<file path="src/sv/trmx_pkg.sv">
// Shared types, codes and sizes for the register machine execute stage.
`default_nettype none

package trmx_pkg;

    // Sizes
    localparam int unsigned NUM_REGS   = 32;
    localparam int unsigned REG_IDX_W  = $clog2(NUM_REGS);
    localparam int unsigned WORD_W     = 32;
    localparam int unsigned MEM_WORDS  = 256;
    localparam int unsigned MEM_ADDR_W = 8;
    localparam int unsigned IMM_W      = 16;
    localparam int unsigned OP_W       = 4;
    localparam int unsigned STATUS_W   = 3;

    // Operation codes; codes above OP_NOP are invalid
    typedef enum logic [OP_W-1:0] {
        OP_ADD  = 4'd0,
        OP_ADDI = 4'd1,
        OP_SUB  = 4'd2,
        OP_MULT = 4'd3,
        OP_LES  = 4'd4,
        OP_EQL  = 4'd5,
        OP_LW   = 4'd6,
        OP_SW   = 4'd7,
        OP_HALT = 4'd8,
        OP_NOP  = 4'd9
    } op_t;

    // Result status codes
    typedef enum logic [STATUS_W-1:0] {
        ST_OK      = 3'd0,
        ST_BOUNDS  = 3'd1,
        ST_HALTED  = 3'd2,
        ST_IGNORED = 3'd3,
        ST_UNIMPL  = 3'd4
    } status_t;

    // Input item: one decoded instruction
    typedef struct packed {
        logic [OP_W-1:0]        req_type;
        logic [REG_IDX_W-1:0]   reg_a;
        logic [REG_IDX_W-1:0]   reg_b;
        logic [REG_IDX_W-1:0]   reg_c;
        logic signed [IMM_W-1:0] immediate;
        logic signed [IMM_W-1:0] mem_offset;
        logic [REG_IDX_W-1:0]   ptr_reg;
    } req_t;

    // Result item
    typedef struct packed {
        logic                     reg_write;
        logic [REG_IDX_W-1:0]     reg_index;
        logic signed [WORD_W-1:0] reg_value;
        logic                     mem_write;
        logic [MEM_ADDR_W-1:0]    mem_address;
        logic signed [WORD_W-1:0] mem_value;
        logic [STATUS_W-1:0]      status;
    } rsp_t;

    // Write-back control from the execute logic to the state registers
    typedef struct packed {
        logic                 reg_we;
        logic [REG_IDX_W-1:0] reg_idx;
        logic [WORD_W-1:0]    reg_val;
        logic                 halt_set;
    } wb_t;

endpackage

`default_nettype wire

</file>
<file path="src/sv/toy_register_machine_execute_top.sv">
// Top level of the register machine execute stage: register file, pipeline and handshakes.
//
//  channel | direction | handshake             | payload
//  --------+-----------+-----------------------+----------------------
//  req     | in        | req_valid / req_ready | trmx_pkg::req_t
//  rsp     | out       | rsp_valid / rsp_ready | trmx_pkg::rsp_t
//
// One item per cycle sustained while rsp is not stalled; each item passes through
// the operand-read register, then is executed into the result register.
// Back-to-back register dependencies are forwarded from the execute stage.
// Stores are reported on the result; no store is ever read back, so no data
// memory is kept. Reset clears the register file, halt flag and valid bits.
// A stall on rsp holds the result register and the operand stage behind it.
`default_nettype none

module toy_register_machine_execute_top (
    input  logic            clk,
    input  logic            rst_n,
    input  logic            req_valid,
    output logic            req_ready,
    input  trmx_pkg::req_t  req,
    output logic            rsp_valid,
    input  logic            rsp_ready,
    output trmx_pkg::rsp_t  rsp
);
    import trmx_pkg::*;

    logic [WORD_W-1:0]    rf_reg [NUM_REGS];
    logic                 halted_reg;
    logic                 s1_valid_reg;
    req_t                 s1_req_reg;
    logic [WORD_W-1:0]    s1_rd0_reg;
    logic [WORD_W-1:0]    s1_rd1_reg;
    logic                 rsp_valid_reg;
    rsp_t                 rsp_reg;

    logic                 s1_advance;
    logic                 s1_fire;
    logic                 req_fire;
    logic [REG_IDX_W-1:0] rd0_addr;
    logic [REG_IDX_W-1:0] rd1_addr;
    logic [WORD_W-1:0]    rd0_next;
    logic [WORD_W-1:0]    rd1_next;
    rsp_t                 exec_rsp;
    wb_t                  exec_wb;

    // Flow control
    assign s1_advance = !rsp_valid_reg || rsp_ready;
    assign s1_fire    = s1_valid_reg && s1_advance;
    assign req_ready  = !s1_valid_reg || s1_advance;
    assign req_fire   = req_valid && req_ready;

    // Read port addresses by operation
    always_comb
    begin
        case (req.req_type)
            OP_SUB, OP_MULT: rd0_addr = req.reg_b;
            OP_SW:           rd0_addr = req.ptr_reg;
            default:         rd0_addr = req.reg_a;
        endcase
        case (req.req_type)
            OP_ADD:  rd1_addr = req.reg_b;
            OP_SW:   rd1_addr = req.reg_a;
            default: rd1_addr = req.reg_c;
        endcase
    end

    // Register file read with forwarding from the item now executing
    always_comb
    begin
        rd0_next = rf_reg[rd0_addr];
        rd1_next = rf_reg[rd1_addr];
        if (s1_fire && exec_wb.reg_we && (exec_wb.reg_idx == rd0_addr))
        begin
            rd0_next = exec_wb.reg_val;
        end
        if (s1_fire && exec_wb.reg_we && (exec_wb.reg_idx == rd1_addr))
        begin
            rd1_next = exec_wb.reg_val;
        end
    end

    trmx_exec u_exec (
        .req    (s1_req_reg),
        .rd0    (s1_rd0_reg),
        .rd1    (s1_rd1_reg),
        .halted (halted_reg),
        .rsp    (exec_rsp),
        .wb     (exec_wb)
    );

    // Architectural state: register file and halt flag
    always_ff @(posedge clk or negedge rst_n)
    begin
        if (!rst_n)
        begin
            for (int i = 0; i < NUM_REGS; i++)
            begin
                rf_reg[i] <= '0;
            end
            halted_reg <= 1'b0;
        end
        else if (s1_fire)
        begin
            if (exec_wb.reg_we)
            begin
                rf_reg[exec_wb.reg_idx] <= exec_wb.reg_val;
            end
            if (exec_wb.halt_set)
            begin
                halted_reg <= 1'b1;
            end
        end
    end

    // Operand stage valid
    always_ff @(posedge clk or negedge rst_n)
    begin
        if (!rst_n)
        begin
            s1_valid_reg <= 1'b0;
        end
        else if (req_ready)
        begin
            s1_valid_reg <= req_valid;
        end
    end

    // Operand stage payload
    always_ff @(posedge clk)
    begin
        if (req_fire)
        begin
            s1_req_reg <= req;
            s1_rd0_reg <= rd0_next;
            s1_rd1_reg <= rd1_next;
        end
    end

    // Result register valid
    always_ff @(posedge clk or negedge rst_n)
    begin
        if (!rst_n)
        begin
            rsp_valid_reg <= 1'b0;
        end
        else if (s1_advance)
        begin
            rsp_valid_reg <= s1_valid_reg;
        end
    end

    // Result register payload
    always_ff @(posedge clk)
    begin
        if (s1_fire)
        begin
            rsp_reg <= exec_rsp;
        end
    end

    assign rsp_valid = rsp_valid_reg;
    assign rsp       = rsp_reg;

endmodule

`default_nettype wire

</file>
<file path="src/sv/trmx_exec.sv">
// Execute logic: ALU, store address check and result formatting for one item.
`default_nettype none

module trmx_exec (
    input  trmx_pkg::req_t                  req,
    input  logic [trmx_pkg::WORD_W-1:0]     rd0,
    input  logic [trmx_pkg::WORD_W-1:0]     rd1,
    input  logic                            halted,
    output trmx_pkg::rsp_t                  rsp,
    output trmx_pkg::wb_t                   wb
);
    import trmx_pkg::*;

    logic [WORD_W-1:0]        imm_ext;
    logic [WORD_W-1:0]        sum_ab;
    logic [WORD_W-1:0]        sum_ai;
    logic [WORD_W-1:0]        diff_bc;
    logic [WORD_W-1:0]        prod_bc;
    logic signed [WORD_W+1:0] st_addr;
    logic                     st_in_range;

    // Arithmetic on the two read ports (port0/port1 assignment set by the op)
    assign imm_ext = {{(WORD_W-IMM_W){req.immediate[IMM_W-1]}}, req.immediate};
    assign sum_ab  = rd0 + rd1;
    assign sum_ai  = rd0 + imm_ext;
    assign diff_bc = rd0 - rd1;
    assign prod_bc = rd0 * rd1;

    // Store address: exact sum of signed base and signed offset
    assign st_addr = $signed({{2{rd0[WORD_W-1]}}, rd0})
                   + $signed({{(WORD_W+2-IMM_W){req.mem_offset[IMM_W-1]}}, req.mem_offset});
    assign st_in_range = !st_addr[WORD_W+1]
                      && (st_addr[WORD_W:0] < (WORD_W+1)'(MEM_WORDS));

    // Result and write-back
    always_comb
    begin
        rsp = '0;
        wb  = '0;
        if (halted)
        begin
            rsp.status = ST_IGNORED;
        end
        else
        begin
            case (req.req_type)
                OP_ADD:
                begin
                    rsp.reg_write = 1'b1;
                    rsp.reg_index = req.reg_c;
                    rsp.reg_value = sum_ab;
                end
                OP_ADDI:
                begin
                    rsp.reg_write = 1'b1;
                    rsp.reg_index = req.reg_b;
                    rsp.reg_value = sum_ai;
                end
                OP_SUB:
                begin
                    rsp.reg_write = 1'b1;
                    rsp.reg_index = req.reg_a;
                    rsp.reg_value = diff_bc;
                end
                OP_MULT:
                begin
                    rsp.reg_write = 1'b1;
                    rsp.reg_index = req.reg_a;
                    rsp.reg_value = prod_bc;
                end
                OP_SW:
                begin
                    if (st_in_range)
                    begin
                        rsp.mem_write   = 1'b1;
                        rsp.mem_address = st_addr[MEM_ADDR_W-1:0];
                        rsp.mem_value   = rd1;
                    end
                    else
                    begin
                        rsp.status = ST_BOUNDS;
                    end
                end
                OP_HALT:
                begin
                    rsp.status  = ST_HALTED;
                    wb.halt_set = 1'b1;
                end
                OP_NOP:
                begin
                    rsp.status = ST_OK;
                end
                default:
                begin
                    rsp.status = ST_UNIMPL;
                end
            endcase
        end
        wb.reg_we  = rsp.reg_write;
        wb.reg_idx = rsp.reg_index;
        wb.reg_val = rsp.reg_value;
    end

endmodule

`default_nettype wire

</file>
<file path="config.mk">
export PLATFORM = sky130hd
export DESIGN_NAME = toy_register_machine_execute_top
export DESIGN_NICKNAME = d
export VERILOG_FILES = /design/src/sv/trmx_pkg.sv /design/src/sv/toy_register_machine_execute_top.sv /design/src/sv/trmx_exec.sv
export SDC_FILE = /design/constraint.sdc
export NUM_CORES = 2
export LEC_CHECK = 0
export BUFFER_PORTS_ARGS = -buffer_cell sky130_fd_sc_hd__buf_4
export CAP_MARGIN = 20
export CORE_MARGIN = 8
export CORE_UTILIZATION = 35
export CTS_CLUSTER_DIAMETER = 200
export DETAILED_ROUTE_END_ITERATION = 10
export PLACE_DENSITY = 0.46
export SYNTH_ARGS = -nofsm -noshare
export SYNTH_HDL_FRONTEND = slang
export SYNTH_SLANG_ARGS = --single-unit
</file>
<file path="constraint.sdc">
create_clock -name clk -period 21.8 [get_ports clk]
set_input_delay 4.36 -clock clk [delete_from_list [all_inputs] [get_ports clk]]
set_output_delay 4.36 -clock clk [all_outputs]
set_load 0.02 [all_outputs]
</file>
## After elaboration in Yosys (flattened, before gate mapping)

Cells that the tools add are included.

| word-level totals | value |
|---|---|
| bits in latches | 0 |
| ROM bits | 0 |
| register bits | 1224 |
| input port bits | 60 |
| memories | 0 |
| memory bits (writable) | 0 |

| cells by class | value |
|---|---|
| add/sub/neg operators | 4 |
| mux-type cells | 21 |
| div/mod/pow operators | 0 |
| reductions and logical operators | 20 |
| bitwise operators | 5 |
| multipliers | 1 |
| shift operators | 0 |
| equality and inequality tests | 11 |
| magnitude comparators | 5 |

Operator list:

| kind | number |
|---|---|
| 1024-bit bitwise mux | 1 |
| 32-bit binary-select mux with 5-bit select | 2 |
| 32-bit 2-to-1 mux | 7 |
| 32-bit demux with 5-bit select | 1 |
| 38-bit case mux with 4 select lines | 1 |
| 41-bit 2-to-1 mux | 2 |
| 79-bit 2-to-1 mux | 1 |
| 32-bit adder | 2 |
| 32-bit by 16-bit adder with 33-bit output | 1 |
| 33-bit by 9-bit < comparator with 1-bit output, second input constant | 1 |
| 32-bit by 32-bit multiplier with 32-bit output | 1 |
| 32-bit subtractor | 1 |
| 5-bit case mux with 2 select lines | 2 |
| 6-bit >= comparator, second input constant | 3 |
| 5-bit inverter with 6-bit output | 3 |
| 4-bit by 2-bit == test with 1-bit output, second input constant | 4 |
| 5-bit == test | 2 |
| 3-bit case mux with 3 select lines | 1 |
| 4-bit by 3-bit == test with 1-bit output, second input constant | 2 |
| 4-bit == test, second input constant | 2 |
| 4-bit logical NOT | 2 |
| 1-bit logical AND | 7 |
| 6-bit by 1-bit < comparator with 1-bit output, second input constant | 1 |
| 5-bit OR reduction | 1 |
| 8 further kinds | 16 |

## Depth between registers and ports, before layout

| logic depth | value |
|---|---|
| word-level depth | 12 |
| depth in mapped cells | 29 |
| gate-level depth less buffers | 25 |

## Hierarchy

Synthesis repeated with hierarchy kept, for this count alone.

| unflattened totals | value |
|---|---|
| cell total of the unflattened synthesis | 8314 |
| area total of the unflattened synthesis | 85209.2 um^2 |

Modules (own cells, without submodules):

| module | cells an instance | instances | area each (um^2) |
|---|---|---|---|
| toy_register_machine_execute_top | 5724 | 1 | 64011.4 |
| trmx_exec | 2590 | 1 | 21197.8 |

## Worst setup path after synthesis

OpenSTA, ideal clock, no wires.

| path | value |
|---|---|
| path kind | input to output |
| start | input port rsp_ready |
| end | output port req_ready |
| required time | 17.440 ns |
| path slack | 12.802 ns |
| arrival | 4.638 ns |
| stages | 1 |
| buffers on the path | 0 |
| cell sequence | nand3b_1 |

| on the way | value |
|---|---|
| longest elaborated chain between the ends | 2 |

Ends and longest elaborated chain:

| what | RTL line | text |
|---|---|---|
| from (decl) | toy_register_machine_execute_top.sv:23 | `input logic rsp_ready,` |
| 1-bit logical OR | toy_register_machine_execute_top.sv:48 | `assign s1_advance = !rsp_valid_reg \|\| rsp_ready;` |
| 1-bit logical OR | toy_register_machine_execute_top.sv:50 | `assign req_ready = !s1_valid_reg \|\| s1_advance;` |
| to (decl) | toy_register_machine_execute_top.sv:20 | `output logic req_ready,` |

No other way between the ends.

## Final worst setup path

| path | value |
|---|---|
| start | input port req[54] (netlist bit) |
| end | register s1_rd0_reg[9], data pin |

| on the way | value |
|---|---|
| longest elaborated chain between the ends | 8 |
| elaborated cells between the ends (all ways) | 12 |

Ends and longest elaborated chain:

| what | RTL line | text |
|---|---|---|
| from (decl) | toy_register_machine_execute_top.sv:21 | `input trmx_pkg::req_t req,` |
| 4-bit by 2-bit == test with 1-bit output | toy_register_machine_execute_top.sv:56 | `case (req.req_type)` |
| 2-bit OR reduction | toy_register_machine_execute_top.sv:56 |  |
| 5-bit case mux with 2 select lines (*) | toy_register_machine_execute_top.sv:56 |  |
| 5-bit inverter with 6-bit output (not written as such) | toy_register_machine_execute_top.sv:71 | `rd0_next = rf_reg[rd0_addr];` |
| 32-bit binary-select mux with 5-bit select | toy_register_machine_execute_top.sv:71 |  |
| 32-bit 2-to-1 mux (not written as such) (2 in a row) | toy_register_machine_execute_top.sv:71 |  |
| 32-bit 2-to-1 mux (*) | toy_register_machine_execute_top.sv:73 | `if (s1_fire && exec_wb.reg_we && (exec_wb.reg_idx == rd0_addr))` |
| via rd0_next[9] | toy_register_machine_execute_top.sv:42 | `logic [WORD_W-1:0] rd0_next;` |
| to (signal assigned) | toy_register_machine_execute_top.sv:135 | `s1_rd0_reg <= rd0_next;` |
| to (decl) | toy_register_machine_execute_top.sv:32 | `logic [WORD_W-1:0] s1_rd0_reg;` |

Mark *: on every way through the listed nets, which the timed path passes. The rest lies on a longest branch. The select of a mux whose other input is x is not followed.
A chain may end at the register's enable or synchronous reset.

==> flow_summary.yaml <==
run_status:
  status: "complete, no violations"
die:
  coreArea_um2: 240000
  fp.dieH_um: 506
  rows: 180
  dieWidth_um: 506
  top_level_ports: 144
  start_util_pct: 35.1
  fp.dieArea_um2: 256000
cells_and_area:
  area_growth_pct: 10.6
  ff_latch_area_um2: 31600
  largest_reg_flops: 1024
  n_fill_cell: 24534
  nets: 10640
  instances_no_fill: 13304
  multi_input_area_um2: 47500
  drive_gt1_share_pct: 7.73
sta:
  tightest_slew_ns: 1.25
  min_period_over_period_pct: 44.4
  fmax_ghz: 0.103
  drv_slew: 0
  tns_ns: 0
  relSlewSlack_pct: 16.4
  fin_crit_ns: 9.68
  setup_viol: 0
  hold_viol: 0
  finClkSkew_ns: 0.0499
  rsz0062_at_grt: "no"
logic_synthesis:
  synth_cell_types: 97
  ys_ff_latch: 1224
  synth_top_family_by_area: "simple AND/OR/NAND/NOR gates"
  ys_seq_area_share_pct: 37.6
  ys.flop_type: "dfrtp_1"
  yosys.area_share.simple_pct: 25.5
  synthAdderAreaFrac_pct: 12.6
  synth.avg_cell_area_um2: 8.11
  muxShareOfSynthArea_pct: 1.74
  ys_top_cells_by_area: "dfrtp_1 31%, nand2_1 14%, fa_1 9.8%"
  synth_top_area_cell: "dfrtp_1"
  syn_nets: 11019
  synthCells: 10360
  synth_xor_area_share_pct: 1.38
  netlist_area_um2: 84000
  synth_edf_count: 197
  synth-compound-area-share_pct: 14.8
  yosysTopAreaCellShare_pct: 30.6
  yosys_warnings: 0
  synthArstFlopShare_pct: 83.9
pwr:
  p_per_area_nw_per_um2: 181
  clkPwrFrac_pct: 15.7
  p_leak_nw: 39.0
  switching_share_pct: 48.7
  power_frac_seq_pct: 15.4
  vdd_ir_drop_max_mv: 0.765
  switchingPower_mw: 8.17
  p_int_mw: 8.61
  comb_power_share_pct: 68.9
global_routing:
  grt_busiest_layer: "met2"
  use_met1_pct: 35.4
  grt_antenna_before_repair: 22
  grt_max_degree: 172
  grt_use_total_pct: 27.3
  grt_pass1_wl_mm: 526
  use_met3_pct: 4.08
  first_global_vias: 75579
  met2_usage_pct: 44.7
  grt.overflow.total: 0
run:
  max-cap-violations: 0
route:
  vias: 76646
  wl_mm: 359
  ant_nets: 0
  drtIter0Drc: 8132
  via_per_inst: 5.76
  drc_errors: 0
  wl_per_cell_um: 27.0
  firstDrtPassIters: 8
clock_tree:
  cts_buffers: 151
  max-clock-path-buffers: 3
  cts-resized-gates: 0
  ctsRootBufferMaster: "clkbuf_16"
  clock_sink_count: 1224
  hold_buffers: 0
  cts.clk_slew.worst_paths_ns: 0.06
  htree_levels: 4
  postCtsSetupBuffers: 0
  clkLatencyLatePin_ns: 0.85
  cts_tree: "yes"
worst_setup_path:
  cp-start-kind: "primary input"
  critPathMaxFanout: 78
  worstPathArrival_ns: 10.21
  cp.required_ns: 22.33
  crit_type: "in2reg"
  cp-end-kind: "flip-flop"
placed_design:
  place.gp.congestion: 0.854
  port-buffer-count: 143
  dp.cells: 13005
  dp_hpwl_mm: 209
hold_path:
  hold_path.class: "reg2reg"
-- power groups by stage --
stage / clock, mW / combinational (mW) / sequential [mW]
global route: 2.78 / 12.8 / 2.60
finish: 2.64 / 11.6 / 2.59
CTS: 2.69 / 11.5 / 2.58
global placement: 0 / 11.3 / 2.62
detailed placement: 0 / 11.3 / 2.63
floorplan: 0 / 8.10 / 2.60
-- path summary, 6_finish.rpt --
path | startpoint | end | slack, ns | cells after the start
max in group asynchronous | rst_n | rf_reg[670] | 14.46 | 6
worst max register to register | s1_rd1_reg[3] | rsp[66] | 12.44 | 24
min in group asynchronous | rst_n | rf_reg[144] | 3.61 | 1
worst max-delay path | req[54] | s1_rd0_reg[9] | 12.12 | 13
worst min-delay path | rf_reg[459] | rf_reg[459] | 0.49 | 2
worst min register to register | rf_reg[459] | rf_reg[459] | 0.49 | 2
-- cell type report --
cell class                      instances  area share [%]
Timing Repair Buffer                  343            3.04
Clock buffer                          216            4.65
Antenna cell                           11          0.0296
Inverter                              488            1.97
Multi-Input combinational cell       7773            51.1
Clock inverter                         64           0.869
Sequential cell                      1224            34.0
Tap cell                             3185            4.29
-- through the flow --
stage	power, mW	hold WS (ns)	cell area (µm²)	utilization, %	worst slack [ns]
6_report	16.8	0.493	92900	38.8	12.12
5_1_grt	18.2	0.512	92900	38.8	11.92
4_1_cts	16.7	0.497	92700	38.7	12.35
3_5_place_dp	14.0	0.484	87600	36.6	11.47
3_3_place_gp	13.9	0.473	87600	36.6	11.51
2_1_floorplan	10.7	0.455	84000	-	12.80
-- cells in the mapped netlist, types with 14 or more instances --
cell and number:
o22ai_1 16, a21oi_1 127, o21ai_0 950, ha_1 189, buf_2 54, and3_1 151, clkbuf_1 715, mux2_2 103
or3_1 19, nand2_1 3040, o21a_1 31, a22oi_1 15, a211oi_1 172, xor2_1 41, and2_1 252, dfrtp_1 1027
fa_1 410, a21o_1 28, a31oi_1 156, nand2b_1 18, mux2i_1 30, nor2_1 255, nand4_1 14, edfxtp_1 197
nor2b_1 15, xnor2_1 89, nor4_1 39, a311oi_1 330, inv_1 486, nor3_1 60, nand3_1 1021, buf_1 92
-- metal layers --
| layer | part of all wire, % | wire [µm] |
|---|---|---|
| met1 | 41 | 148000 |
| met2 | 46 | 166000 |
| met3 | 7.0 | 25100 |
| met4 | 5.7 | 20600 |
| met5 | 0.0033 | 12 |
-- layout by cell type (no fill, tap or decap), types with 41 or more instances in the layout --
cell type and instances:
ha_1 189, a211oi_1 172, a21oi_1 124, mux2_2 103
clkbuf_16 153, o21ai_0 950, fa_1 410, nor2_1 254
inv_1 485, xor2_1 41, nand2_1 3003, nor3_1 59
a311oi_1 330, dfrtp_1 1027, xnor2_1 89, edfxtp_1 197
and2_1 246, a31oi_1 156, nand3_1 1020, buf_4 321
and3_1 151
-- kinds of logic after synthesis --
kind of cell / after synthesis
AOI/OAI and AO/OA: 1972
muxes: 133
DFF: 1224
xor gates and xnor gates: 131
adders and majority gates: 599
buffers and inverters: 1363
and+or+nand+nor: 4938
-- critical path: stages --
cell,delay (ns)
buf_4,0.13
nor3b_2,0.71
nor2_1,0.38
a221oi_4,0.30
buf_4,0.66
buf_4,0.68
buf_4,0.75
buf_4,0.92
a311oi_1,0.20
a311oi_1,0.33
a31oi_1,0.13
a211oi_1,0.31
a21oi_1,0.08
Note: power is estimated with default switching activity, not from simulation.
